`src/srt_pkg.sv`:
```
// ----------------------------------------------------------------------------
// srt_pkg: slice request tracker shared definitions
// Widths, codes, controller types and the slice length helper.
// ----------------------------------------------------------------------------
package srt_pkg;

   localparam int SLICE_SHIFT = 14;
   localparam int SLICE_BYTES = 1 << SLICE_SHIFT;
   localparam int MAX_SLICES  = 64;
   localparam int IDX_W       = $clog2(MAX_SLICES);
   localparam int CNT_W       = $clog2(MAX_SLICES + 1);
   localparam int GRP_SIZE    = 8;
   localparam int SUB_W       = $clog2(GRP_SIZE);
   localparam int GRP_CNT     = MAX_SLICES / GRP_SIZE;
   localparam int GRP_W       = IDX_W - SUB_W;

   localparam int PLEN_W = 21;
   localparam int PNUM_W = 32;
   localparam int OFF_W  = 20;
   localparam int LEN_W  = 15;
   localparam int CSR_W  = 32;

   localparam logic [PLEN_W-1:0] PLEN_RESET = PLEN_W'(16384);

   typedef enum logic [1:0] {
      KIND_RESTART  = 2'd0,
      KIND_REQUEST  = 2'd1,
      KIND_ABORT    = 2'd2,
      KIND_COMPLETE = 2'd3
   } kind_type;

   typedef enum logic {
      CSR_PIECE_LENGTH = 1'b0,
      CSR_PIECE_NUMBER = 1'b1
   } csr_index_type;

   typedef enum logic [2:0] {
      ST_IDLE,
      ST_FIND,
      ST_UPDATE,
      ST_SUM,
      ST_RESP
   } state_type;

   typedef struct packed {
      logic load;
      logic find;
      logic update;
      logic sum;
      logic respond;
   } cmd_type;

   // byte length of slice idx; caller guarantees the slice exists
   function automatic logic [LEN_W-1:0] slice_size(input logic [IDX_W-1:0] idx,
                                                   input logic [PLEN_W-1:0] plen);
      logic [PLEN_W-1:0] start_b;
      logic [PLEN_W-1:0] rest;
      start_b = PLEN_W'({idx, {SLICE_SHIFT{1'b0}}});
      rest    = plen - start_b;
      if (rest > PLEN_W'(SLICE_BYTES))
         return LEN_W'(SLICE_BYTES);
      else
         return rest[LEN_W-1:0];
   endfunction

endpackage

```
`src/srt_ctrl.sv`:
```
// ----------------------------------------------------------------------------
// srt_ctrl: slice request tracker sequencer
// Walks each accepted item through find, update, sum and response cycles.
// ----------------------------------------------------------------------------
module srt_ctrl
   import srt_pkg::*;
(
   input  logic    clock,
   input  logic    reset,
   input  logic    start,
   output logic    busy,
   output cmd_type cmd
);

   state_type state_ff;
   state_type state_in;

   always_ff @(posedge clock) begin
      if (reset) begin
         state_ff <= ST_IDLE;
      end else begin
         state_ff <= state_in;
      end
   end

   always_comb begin
      state_in = state_ff;
      unique case (state_ff)
         ST_IDLE: begin
            if (start) state_in = ST_FIND;
         end
         ST_FIND:   state_in = ST_UPDATE;
         ST_UPDATE: state_in = ST_SUM;
         ST_SUM:    state_in = ST_RESP;
         ST_RESP:   state_in = ST_IDLE;
         default:   state_in = ST_IDLE;
      endcase
   end

   always_comb begin
      cmd  = '0;
      busy = 1'b1;
      unique case (state_ff)
         ST_IDLE: begin
            busy     = reset;
            cmd.load = start & ~reset;
         end
         ST_FIND:   cmd.find    = 1'b1;
         ST_UPDATE: cmd.update  = 1'b1;
         ST_SUM:    cmd.sum     = 1'b1;
         ST_RESP:   cmd.respond = 1'b1;
         default:   busy        = 1'b1;
      endcase
   end

endmodule

```
`src/srt_dpath.sv`:
```
// ----------------------------------------------------------------------------
// srt_dpath: slice request tracker datapath
// Slice state vectors, grouped first-fit search, exact-match update and
// grouped status reduction.
// ----------------------------------------------------------------------------
module srt_dpath
   import srt_pkg::*;
(
   input  logic              clock,
   input  logic              reset,
   input  cmd_type           cmd,
   input  logic              csr_write,
   input  csr_index_type     csr_index,
   input  logic [CSR_W-1:0]  csr_wdata,
   input  logic [1:0]        req_kind,
   input  logic [OFF_W-1:0]  req_start_offset,
   input  logic [LEN_W-1:0]  req_length_given,
   input  logic              req_endgame,
   output logic              rsp_ok,
   output logic [PNUM_W-1:0] rsp_granted_piece,
   output logic [OFF_W-1:0]  rsp_granted_offset,
   output logic [LEN_W-1:0]  rsp_granted_length,
   output logic              rsp_all_completed,
   output logic              rsp_none_requested,
   output logic              rsp_has_free_slice
);

   logic [PLEN_W-1:0]     piece_length_ff;
   logic [PNUM_W-1:0]     piece_number_ff;
   logic [MAX_SLICES-1:0] req_vec_ff, req_vec_in;
   logic [MAX_SLICES-1:0] done_vec_ff, done_vec_in;

   kind_type              kind_ff;
   logic [OFF_W-1:0]      off_ff;
   logic [LEN_W-1:0]      len_ff;
   logic                  endgame_ff;

   logic [GRP_CNT-1:0]    grp_any_ff, grp_any_in;
   logic [SUB_W-1:0]      grp_first_ff [GRP_CNT];
   logic [SUB_W-1:0]      grp_first_in [GRP_CNT];
   logic                  match_ff, match_in;

   logic                  ok_ff, ok_in;
   logic [PNUM_W-1:0]     gp_ff, gp_in;
   logic [OFF_W-1:0]      go_ff, go_in;
   logic [LEN_W-1:0]      gl_ff, gl_in;

   logic [GRP_CNT-1:0]    grp_done_ff, grp_done_in;
   logic [GRP_CNT-1:0]    grp_none_ff, grp_none_in;
   logic [GRP_CNT-1:0]    grp_free_ff, grp_free_in;

   logic [CNT_W:0]        raw_count;
   logic [CNT_W-1:0]      slice_count;
   logic [MAX_SLICES-1:0] exists;
   logic [MAX_SLICES-1:0] free_vec;
   logic [MAX_SLICES-1:0] elig_vec;
   logic [IDX_W-1:0]      tgt;
   logic [IDX_W-1:0]      pick_idx;
   logic [GRP_W-1:0]      pick_grp;
   logic                  pick_any;

   // slice count, saturated
   always_comb begin
      raw_count = (CNT_W+1)'(piece_length_ff[PLEN_W-1:SLICE_SHIFT])
                + (CNT_W+1)'(piece_length_ff[SLICE_SHIFT-1:0] != '0);
      if (raw_count > (CNT_W+1)'(MAX_SLICES))
         slice_count = CNT_W'(MAX_SLICES);
      else
         slice_count = raw_count[CNT_W-1:0];
      for (int i = 0; i < MAX_SLICES; i++) begin
         exists[i] = CNT_W'(i) < slice_count;
      end
   end

   assign free_vec = ~req_vec_ff & ~done_vec_ff;
   assign elig_vec = exists & (free_vec | ({MAX_SLICES{endgame_ff}} & req_vec_ff));
   assign tgt      = off_ff[SLICE_SHIFT +: IDX_W];

   // find: per-group first eligible slice, and direct target match
   always_comb begin
      for (int g = 0; g < GRP_CNT; g++) begin
         grp_any_in[g]   = |elig_vec[g*GRP_SIZE +: GRP_SIZE];
         grp_first_in[g] = '0;
         for (int s = GRP_SIZE - 1; s >= 0; s--) begin
            if (elig_vec[g*GRP_SIZE + s]) grp_first_in[g] = SUB_W'(s);
         end
      end
      match_in = (off_ff[SLICE_SHIFT-1:0] == '0) && exists[tgt]
              && (slice_size(tgt, piece_length_ff) == len_ff) && !done_vec_ff[tgt]
              && (req_vec_ff[tgt] || (kind_ff == KIND_COMPLETE));
   end

   // update
   always_comb begin
      pick_any = |grp_any_ff;
      pick_grp = '0;
      for (int g = GRP_CNT - 1; g >= 0; g--) begin
         if (grp_any_ff[g]) pick_grp = GRP_W'(g);
      end
      pick_idx = {pick_grp, grp_first_ff[pick_grp]};

      req_vec_in  = req_vec_ff;
      done_vec_in = done_vec_ff;
      ok_in       = ok_ff;
      gp_in       = gp_ff;
      go_in       = go_ff;
      gl_in       = gl_ff;
      if (csr_write && csr_index == CSR_PIECE_LENGTH) begin
         req_vec_in  = '0;
         done_vec_in = '0;
      end else if (cmd.update) begin
         ok_in = 1'b0;
         gp_in = '0;
         go_in = '0;
         gl_in = '0;
         case (kind_ff)
            KIND_RESTART: begin
               req_vec_in  = '0;
               done_vec_in = '0;
               ok_in       = 1'b1;
            end
            KIND_REQUEST: begin
               if (pick_any) begin
                  req_vec_in[pick_idx] = 1'b1;
                  ok_in = 1'b1;
                  gp_in = piece_number_ff;
                  go_in = OFF_W'({pick_idx, {SLICE_SHIFT{1'b0}}});
                  gl_in = slice_size(pick_idx, piece_length_ff);
               end
            end
            KIND_ABORT: begin
               ok_in = match_ff;
               if (match_ff) req_vec_in[tgt] = 1'b0;
            end
            default: begin
               ok_in = match_ff;
               if (match_ff) begin
                  req_vec_in[tgt]  = 1'b0;
                  done_vec_in[tgt] = 1'b1;
               end
            end
         endcase
      end
   end

   // sum: per-group status over the updated vectors
   always_comb begin
      for (int g = 0; g < GRP_CNT; g++) begin
         grp_done_in[g] = &(done_vec_ff[g*GRP_SIZE +: GRP_SIZE]
                            | ~exists[g*GRP_SIZE +: GRP_SIZE]);
         grp_none_in[g] = &(free_vec[g*GRP_SIZE +: GRP_SIZE]
                            | ~exists[g*GRP_SIZE +: GRP_SIZE]);
         grp_free_in[g] = |elig_vec[g*GRP_SIZE +: GRP_SIZE];
      end
   end

   always_ff @(posedge clock) begin
      if (reset) begin
         piece_length_ff <= PLEN_RESET;
         piece_number_ff <= '0;
         req_vec_ff      <= '0;
         done_vec_ff     <= '0;
      end else begin
         if (csr_write && csr_index == CSR_PIECE_LENGTH)
            piece_length_ff <= csr_wdata[PLEN_W-1:0];
         if (csr_write && csr_index == CSR_PIECE_NUMBER)
            piece_number_ff <= csr_wdata[PNUM_W-1:0];
         req_vec_ff  <= req_vec_in;
         done_vec_ff <= done_vec_in;
      end
   end

   always_ff @(posedge clock) begin
      if (cmd.load) begin
         kind_ff    <= kind_type'(req_kind);
         off_ff     <= req_start_offset;
         len_ff     <= req_length_given;
         endgame_ff <= req_endgame;
      end
      if (cmd.find) begin
         grp_any_ff   <= grp_any_in;
         grp_first_ff <= grp_first_in;
         match_ff     <= match_in;
      end
      ok_ff <= ok_in;
      gp_ff <= gp_in;
      go_ff <= go_in;
      gl_ff <= gl_in;
      if (cmd.sum) begin
         grp_done_ff <= grp_done_in;
         grp_none_ff <= grp_none_in;
         grp_free_ff <= grp_free_in;
      end
   end

   assign rsp_ok             = ok_ff;
   assign rsp_granted_piece  = gp_ff;
   assign rsp_granted_offset = go_ff;
   assign rsp_granted_length = gl_ff;
   assign rsp_all_completed  = &grp_done_ff;
   assign rsp_none_requested = &grp_none_ff;
   assign rsp_has_free_slice = |grp_free_ff;

endmodule

```
`src/slice_request_tracker_unit.sv`:
```
// ----------------------------------------------------------------------------
// slice_request_tracker_unit: slice request tracker top level
// One item is taken at a time. Its result appears on the rsp_ ports for one
// cycle with rsp_strobe, in the controller's response step, which follows its
// find, update and sum steps; busy stays high until that cycle ends, so a new
// item cannot be started before then. The first-free search and the status
// flags run as two-level trees over eight groups of eight slices. The result
// must be taken when strobed. busy is also held high during reset. Register
// writes are taken (csr_ready high) only while busy and start are both low; a
// piece length write frees every slice.
// No clearing pass is needed after reset.
// ----------------------------------------------------------------------------
module slice_request_tracker_unit
   import srt_pkg::*;
(
   input  logic              clock,
   input  logic              reset,
   input  logic              start,
   output logic              busy,
   input  logic [1:0]        req_kind,
   input  logic [OFF_W-1:0]  req_start_offset,
   input  logic [LEN_W-1:0]  req_length_given,
   input  logic              req_endgame,
   output logic              rsp_strobe,
   output logic              rsp_ok,
   output logic [PNUM_W-1:0] rsp_granted_piece,
   output logic [OFF_W-1:0]  rsp_granted_offset,
   output logic [LEN_W-1:0]  rsp_granted_length,
   output logic              rsp_all_completed,
   output logic              rsp_none_requested,
   output logic              rsp_has_free_slice,
   input  logic              csr_valid,
   output logic              csr_ready,
   input  logic              csr_index,
   input  logic [CSR_W-1:0]  csr_wdata
);

   cmd_type cmd;
   logic    csr_write;

   assign csr_ready  = ~busy & ~start;
   assign csr_write  = csr_valid & csr_ready;
   assign rsp_strobe = cmd.respond;

   srt_ctrl u_ctrl (
      .clock (clock),
      .reset (reset),
      .start (start),
      .busy  (busy),
      .cmd   (cmd)
   );

   srt_dpath u_dpath (
      .clock              (clock),
      .reset              (reset),
      .cmd                (cmd),
      .csr_write          (csr_write),
      .csr_index          (csr_index_type'(csr_index)),
      .csr_wdata          (csr_wdata),
      .req_kind           (req_kind),
      .req_start_offset   (req_start_offset),
      .req_length_given   (req_length_given),
      .req_endgame        (req_endgame),
      .rsp_ok             (rsp_ok),
      .rsp_granted_piece  (rsp_granted_piece),
      .rsp_granted_offset (rsp_granted_offset),
      .rsp_granted_length (rsp_granted_length),
      .rsp_all_completed  (rsp_all_completed),
      .rsp_none_requested (rsp_none_requested),
      .rsp_has_free_slice (rsp_has_free_slice)
   );

`ifndef SYNTHESIS
   a_strobe_busy: assert property (@(posedge clock) disable iff (reset)
      rsp_strobe |-> busy)
      else $error("result strobe outside busy window");

   a_latency: assert property (@(posedge clock) disable iff (reset)
      (start && !busy) |-> ##4 rsp_strobe)
      else $error("result not returned four cycles after start");

   a_grant_ok: assert property (@(posedge clock) disable iff (reset)
      (rsp_strobe && rsp_granted_length != '0) |-> rsp_ok)
      else $error("grant length without ok");
`endif

endmodule
```
`config.mk`:
```
export PLATFORM = sky130hd
export DESIGN_NAME = slice_request_tracker_unit
export DESIGN_NICKNAME = d
export VERILOG_FILES = /design/src/srt_pkg.sv /design/src/srt_ctrl.sv /design/src/srt_dpath.sv /design/src/slice_request_tracker_unit.sv
export SDC_FILE = /design/constraint.sdc
export NUM_CORES = 1
export LEC_CHECK = 0
export BUFFER_PORTS_ARGS = -buffer_cell sky130_fd_sc_hd__buf_2
export CAP_MARGIN = 20
export CORE_AREA = 2 2 195 197
export CTS_BUF_LIST = sky130_fd_sc_hd__clkbuf_4 sky130_fd_sc_hd__clkbuf_8
export CTS_CLUSTER_SIZE = 12
export DETAILED_ROUTE_END_ITERATION = 10
export DIE_AREA = 0 0 197 199
export HOLD_SLACK_MARGIN = 0.15
export PLACE_DENSITY_LB_ADDON = 0.05
export SKIP_LAST_GASP = 1
export SYNTH_ARGS = -nofsm -noshare
export SYNTH_HDL_FRONTEND = slang
export SYNTH_SLANG_ARGS = --single-unit
```
`constraint.sdc`:
```
create_clock -name clock -period 7.1 [get_ports clock]
set_input_delay 1.065 -clock clock [delete_from_list [all_inputs] [get_ports clock]]
set_output_delay 1.065 -clock clock [all_outputs]
set_load 0.01 [all_outputs]
```
After elaboration in Yosys (flattened, before gate mapping)

Index checks and enable logic that the tools add are counted.
W data, S select, Z words.

Order comparisons: 72
Multiplexer cells: 95
Bitwise logic cells: 46
Equality and inequality tests: 10
$add $sub $neg: 3
Reduce and logical (&&, ||, !) cells: 67

Operator list:

| kind                   | count |
|---|---|
| $and A64 B64 Y64       | 4 |
| $pmux W64 S2           | 2 |
| $lt A6 B7 Y1 const A   | 32 |
| $mux W64               | 3 |
| $not A64 Y64           | 3 |
| $or A64 B64 Y64        | 3 |
| $reduce_and A8 Y1      | 18 |
| $mux W3                | 43 |
| $or A8 B8 Y8           | 16 |
| $lt A5 B7 Y1 const A   | 16 |
| $reduce_or A8 Y1       | 10 |
| $not A8 Y8             | 8 |
| $lt A4 B7 Y1 const A   | 8 |
| $gt A21 B15 Y1 const B | 2 |
| $sub A21 B20 Y21       | 2 |
| $mux W2                | 16 |
| $reduce_or A4 Y1       | 8 |
| $mux W15               | 2 |
| $lt A3 B7 Y1 const A   | 4 |
| $mux W1                | 20 |
| $reduce_or A2 Y1       | 10 |
| $bmux W1 S6            | 3 |
| $eq A15 B15 Y1         | 1 |
| $logic_not A14 Y1      | 1 |
| 33 further kinds       | 58 |

Word-level logic and storage cells: 337
Register bits: 347
Bits of input ports: 75
Output and inout port bits: 74

Longest topological paths before layout

Depth in word-level cells: 19
Depth in mapped cells: 21

Modules after synthesis

Synthesis repeated with hierarchy kept, for this count alone.

Cells, all modules: 2092
Area, all modules: 18039.8 um^2

By module, submodules not included:

| module                     | times used | area each (um^2) | cells each |
|---|---|---|---|
| srt_dpath                  | 1          | 17879.6          | 2075 |
| srt_ctrl                   | 1          | 143.9            | 15 |
| slice_request_tracker_unit | 1          | 16.3             | 2 |

Worst setup path after synthesis

Ideal clock, no wire load.

Path kind: flip-flop to flip-flop
From: register u_dpath.grp_any_ff[6]
To: register u_dpath.gl_ff[10] (netlist: u_dpath.rsp_granted_length[10]) (data pin)
Cell stages (with the launch flop): 21
Slack: 3147 ps
Path buffers: 3
Clock period less this slack: 3953 ps
Setup time: 131 ps
Data required time: 6969 ps
Data arrival time: 3822 ps
Cells stage by stage: edfxtp_1 -> nand2b_1 -> a21oi_1 -> o21bai_1 -> a21o_1 -> mux2_1 -> a221oi_2 -> and2_1 -> buf_4 -> buf_2 -> ha_1 -> nor2b_1 -> o21a_1 -> nor2_1 -> o21bai_1 -> a21oi_1 -> xnor2_1 -> nand3_1 -> a211oi_1 -> clkbuf_1 -> and2_1

Word-level cells in the longest chain between the ends: 14

Ends and longest elaborated chain:

| what                                        | RTL line         | source |
|---|---|---|
| start: declaration                          | srt_dpath.sv:38  | `logic [GRP_CNT-1:0] grp_any_ff, grp_any_in;` |
| start signal: assignment                    | srt_dpath.sv:181 | `grp_any_ff <= grp_any_in;` |
| $mux W3 (7 in series)                       | srt_dpath.sv:98  | `if (grp_any_ff[g]) pick_grp = GRP_W'(g);` |
| $not A3 Y4 (not written as such)            | srt_dpath.sv:100 | `pick_idx = {pick_grp, grp_first_ff[pick_grp]};` |
| $bmux W3 S3                                 | srt_dpath.sv:100 |  |
| $mux W3 (not written as such) (2 in series) | srt_dpath.sv:100 |  |
| $sub A21 B20 Y21                            | srt_pkg.sv:59    | `rest = plen - start_b;` |
| $gt A21 B15 Y1                              | srt_pkg.sv:60    | `if (rest > PLEN_W'(SLICE_BYTES))` |
| $reduce_or A3 Y1 (no line) (*)              | --               |  |
| end signal: assignment                      | srt_dpath.sv:188 | `gl_ff <= gl_in;` |
| end: declaration                            | srt_dpath.sv:46  | `logic [LEN_W-1:0] gl_ff, gl_in;` |

Mark *: on every way between the ends. The rest lies on a longest branch, timed or not. The select of a mux whose other input is x is not followed.
A chain may end at the register's enable or synchronous reset.

Worst setup path after layout

From: register u_dpath.grp_any_ff[4]
To: register u_dpath.gl_ff[0] (netlist: u_dpath.rsp_granted_length[0]) (data pin)

Word-level cells in the longest chain between the ends: 12

Ends and longest elaborated chain:

| what                                        | RTL line |
|---|---|
| $mux W3 (5 in series)                       | srt_dpath.sv:98 |
| $not A3 Y4 (not written as such)            | srt_dpath.sv:100 |
| $bmux W3 S3                                 | srt_dpath.sv:100 |
| $mux W3 (not written as such) (2 in series) | srt_dpath.sv:100 |
| $sub A21 B20 Y21                            | srt_pkg.sv:59 |
| $gt A21 B15 Y1                              | srt_pkg.sv:60 |
| $reduce_or A3 Y1 (no line) (*)              | -- |

Marked as above.

==> flow_summary.yaml <==
global_routing:
  grtUsageTotal_pct: 39.1
  grt_max_degree: 65
  grt_pass1_vias: 16561
  grt_pass1_wl_mm: 112
  antenna_found_initial: 0
  grt-ovfl-total: 0
clock_tree:
  clk_latency_ns: 0.68
  clockBufferDepth: 3
  cts_resized: 0
  cts_buffers: 56
  postCtsHoldBufs: 0
  clock-sinks: 333
  clkTransAtPathRegs_ns: 0.06
  htree_levels: 2
  cts_setup_buffers: 0
  clockRootBuffer: "clkbuf_8"
  cts_tree: "done"
placed_design:
  gp_congestion: 1.11
  io_buffers: 134
  dpl_cell_area_um2: 19300
  hpwlAfterDp_mm: 55.7
worst_setup_path:
  worstSetupStartpoint: "u_dpath.grp_any_ff[4]$_DFFE_PN_"
  end_kind: "flop"
  cp_num_buf_inv: 2
  critPathMaxStageDelay_ns: 0.88
  cp-start-kind: "flop"
  cp.arrival_ns: 5.57
  r2r_start: "u_dpath.grp_any_ff[4]$_DFFE_PN_"
  slowest_stage: "nor4_1"
  crit_path_max_fanout: 14
  cp_top_family: "compound AO/OA/AOI/OAI gates"
  cp_common_cell: "a21oi_1"
  critPathKind: "reg -> reg"
  cp.required_ns: 7.60
  path_cells: "nor4_1 -> a21oi_1 -> o22ai_1 -> a211o_1 -> inv_1 -> ha_1 -> fa_1 -> nor2b_1 -> o21a_1 -> nor2_1 -> o21bai_1 -> a21oi_1 -> xnor2_1 -> nand3_1 -> a211oi_1 -> buf_4 -> and2_1"
cells_and_area:
  syn2layout_area_growth_pct: 12.1
  nFillCells: 3445
  fin_util_pct: 55.4
  diodes: 0
  final_nets: 2274
  fin_area_um2: 20600
  layout-drive-gt1-share_pct: 16.3
timing:
  slew_violations: 0
  fin_worst_skew_ns: 0.0514
  hold_ws_ns: 0.450
  hold_viol: 0
  fin_tns_setup_ns: 0
  worst_pin_slew_ns: 1.22
  slew_headroom_pct: 18.5
  finalSetupViolations: 0
  finalCriticalPeriod_ns: 5.07
  fmax_mhz: 197
  period_share_pct: 71.3
  rsz0062_at_grt: "no"
floorplan:
  die_h_um: 199
  ios: 149
  die_x_um: 197
  die_area_um2: 39200
  initial_core_util_pct: 49.4
  core_area_um2: 37100
  std_cell_rows: 71
routing:
  wl_per_cell_um: 28.8
  post-route-drc-count: 0
  vias_per_cell: 6.77
  firstDrtPassIters: 7
  vias: 18276
  drtIter0Drc: 2671
  antenna_left: 0
  routed_wl_mm: 77.7
synthesis:
  muxShareOfSynthArea_pct: 3.15
  async_reset_ff_share_pct: 0
  synth_ff_type: "dfxtp_1"
  synthCells: 2076
  synth_top_family_by_area: "compound AO/OA/AOI/OAI gates"
  yosysWarnings: 0
  ys_seq_area_share_pct: 44.5
  avgSynthCellArea_um2: 8.84
  synth_compound_area_share_pct: 26.8
  ys_ff_latch: 333
  synth_simple_gate_area_share_pct: 18.1
  yosys.area_share.xor_xnor_pct: 1.10
  synth_cell_types: 102
  yosys.area_share.adder_pct: 1.38
  synth_edf_count: 149
  syn-cell-area_um2: 18300
outcome:
  status: "completed"
power_and_ir_drop:
  ir_worst_vdd_v: 0.000161
  power_per_cell_area_nw_per_um2: 228
  total_power_w: 0.00469
  leakage_nw: 7.14
hold_path:
  hold_class: "reg -> reg"
  min_from: "u_dpath.piece_number_ff[17]$_SDFFE_PP0P_"
flow_run:
  cap_violations: 0
registers in the layout, indices dropped and copies added (netlist names), 6 cells and up:
signal and cells:
u_dpath.rsp_granted_length 15, u_dpath.off_ff 20, u_dpath.rsp_granted_offset 6, u_dpath.done_vec_ff 64, u_dpath.grp_done_ff 8, u_dpath.piece_number_ff 32, u_dpath.req_vec_ff 64, u_dpath.grp_none_ff 8
u_dpath.grp_first_ff 24, u_dpath.grp_any_ff 8, u_dpath.rsp_granted_piece 32, u_dpath.grp_free_ff 8, u_dpath.piece_length_ff 21, u_dpath.len_ff 15
path summary, 6_finish.rpt:
check	endpoint	slack, ns	cells past startpoint
setup / recovery	u_dpath.rsp_granted_length[0]$_SDFFCE_PP0P_	2.03	17
hold / removal	u_dpath.piece_number_ff[17]$_SDFFE_PP0P_	0.45	2
setup reg to reg	u_dpath.rsp_granted_length[0]$_SDFFCE_PP0P_	2.03	17
hold reg to reg	u_dpath.piece_number_ff[17]$_SDFFE_PP0P_	0.45	2
logic make-up after synthesis:
group           Yosys count
fa+ha+maj                19
other cells               1
mux                      38
simple gates            706
compound gates          760
xor+xnor                 20
flops                   333
buf+inv                 199
cells in the mapped netlist, types with 8 or more instances:
master    instances  area, um2
o221ai_1         11       96.3
mux2i_1          15        150
nor3_1           35        175
ha_1             17        213
nand2b_1          9       56.3
and3_1            8       50.1
inv_1            44        165
and2_1           56        350
a21o_1           12       90.1
nor4_1           22        138
a22oi_1          10       75.1
xnor2_1          14        123
buf_2            40        200
nor2b_1          19        119
nand3_1          30        150
o211ai_1         74        556
buf_4            23        173
a31oi_1          66        413
a21oi_1         242       1210
buf_1            12       45.0
nor3b_1          10       75.1
a221oi_1         12        105
edfxtp_1        149       4470
clkbuf_1         71        267
nor2_1          249        935
o21ai_0         103        515
dfxtp_1         184       3680
o22ai_1          38        238
a211oi_1         78        586
o21a_1           15        113
nand2_1         209        785
a41oi_1          17        149
nand4_1          10       62.6
mux4_2           15        338
power by group:
group / total, W / internal, W / switching (W) / leakage [nW]
clock network: 0.00187 / 0.00105 / 0.000821 / 0.653
logic: 0.000684 / 0.000178 / 0.000506 / 3.62
registers: 0.00213 / 0.00209 / 0.0000488 / 2.86
total: 0.00469 / 0.00331 / 0.00138 / 7.14
metrics by stage:
step                setup slack, ns  instances
finish                         2.03       2701
global route                   1.72       2701
floorplan                      3.15       2089
CTS                            2.07       2701
detailed placement             2.12       2596
global placement               2.28       2594
worst register-to-register path: cells and delay by family, from the launching register on:
kind	cells	cell delay, ns
AO/OA/AOI/OAI	7	1.50
AND/OR/NAND/NOR	5	1.40
adder cells (fa/ha/maj)	2	0.73
buffers and inverters	2	0.67
flip-flops	1	0.46
XOR/XNOR	1	0.14
cell usage in the layout (no fill, tap or decap), types with 22 or more instances in the layout:
| cell type | n |
|---|---|
| nor4_1 | 22 |
| and2_1 | 56 |
| a211oi_1 | 78 |
| o211ai_1 | 74 |
| nand3_1 | 30 |
| o22ai_1 | 38 |
| clkbuf_8 | 69 |
| buf_4 | 50 |
| o21ai_0 | 102 |
| nor2_1 | 246 |
| nand2_1 | 209 |
| buf_2 | 134 |
| nor3_1 | 35 |
| a21oi_1 | 241 |
| edfxtp_1 | 149 |
| dfxtp_1 | 184 |
| a31oi_1 | 66 |
| inv_1 | 42 |
layout make-up:
cell class | count | area (um2) | area share (%)
Clock inverter | 17 | 134 | 0.651
Clock buffer | 88 | 1090 | 5.31
Sequential cell | 333 | 8160 | 39.7
Tap cell | 474 | 593 | 2.88
Timing Repair Buffer | 184 | 1050 | 5.09
Inverter | 48 | 180 | 0.876
Multi-Input combinational cell | 1557 | 9360 | 45.5
metal layers:
metal	part of all wire (%)	up-vias	routed length [um]	GRT usage, %
met1	42	8780	32400	54.6
met2	40	1278	31000	53.7
met4	5.0	0	3850	17.5
met3	13	250	10400	14.1
li1	-	7968	-	-
met5	0	-	0	0
(Power assumes the default switching activity.)
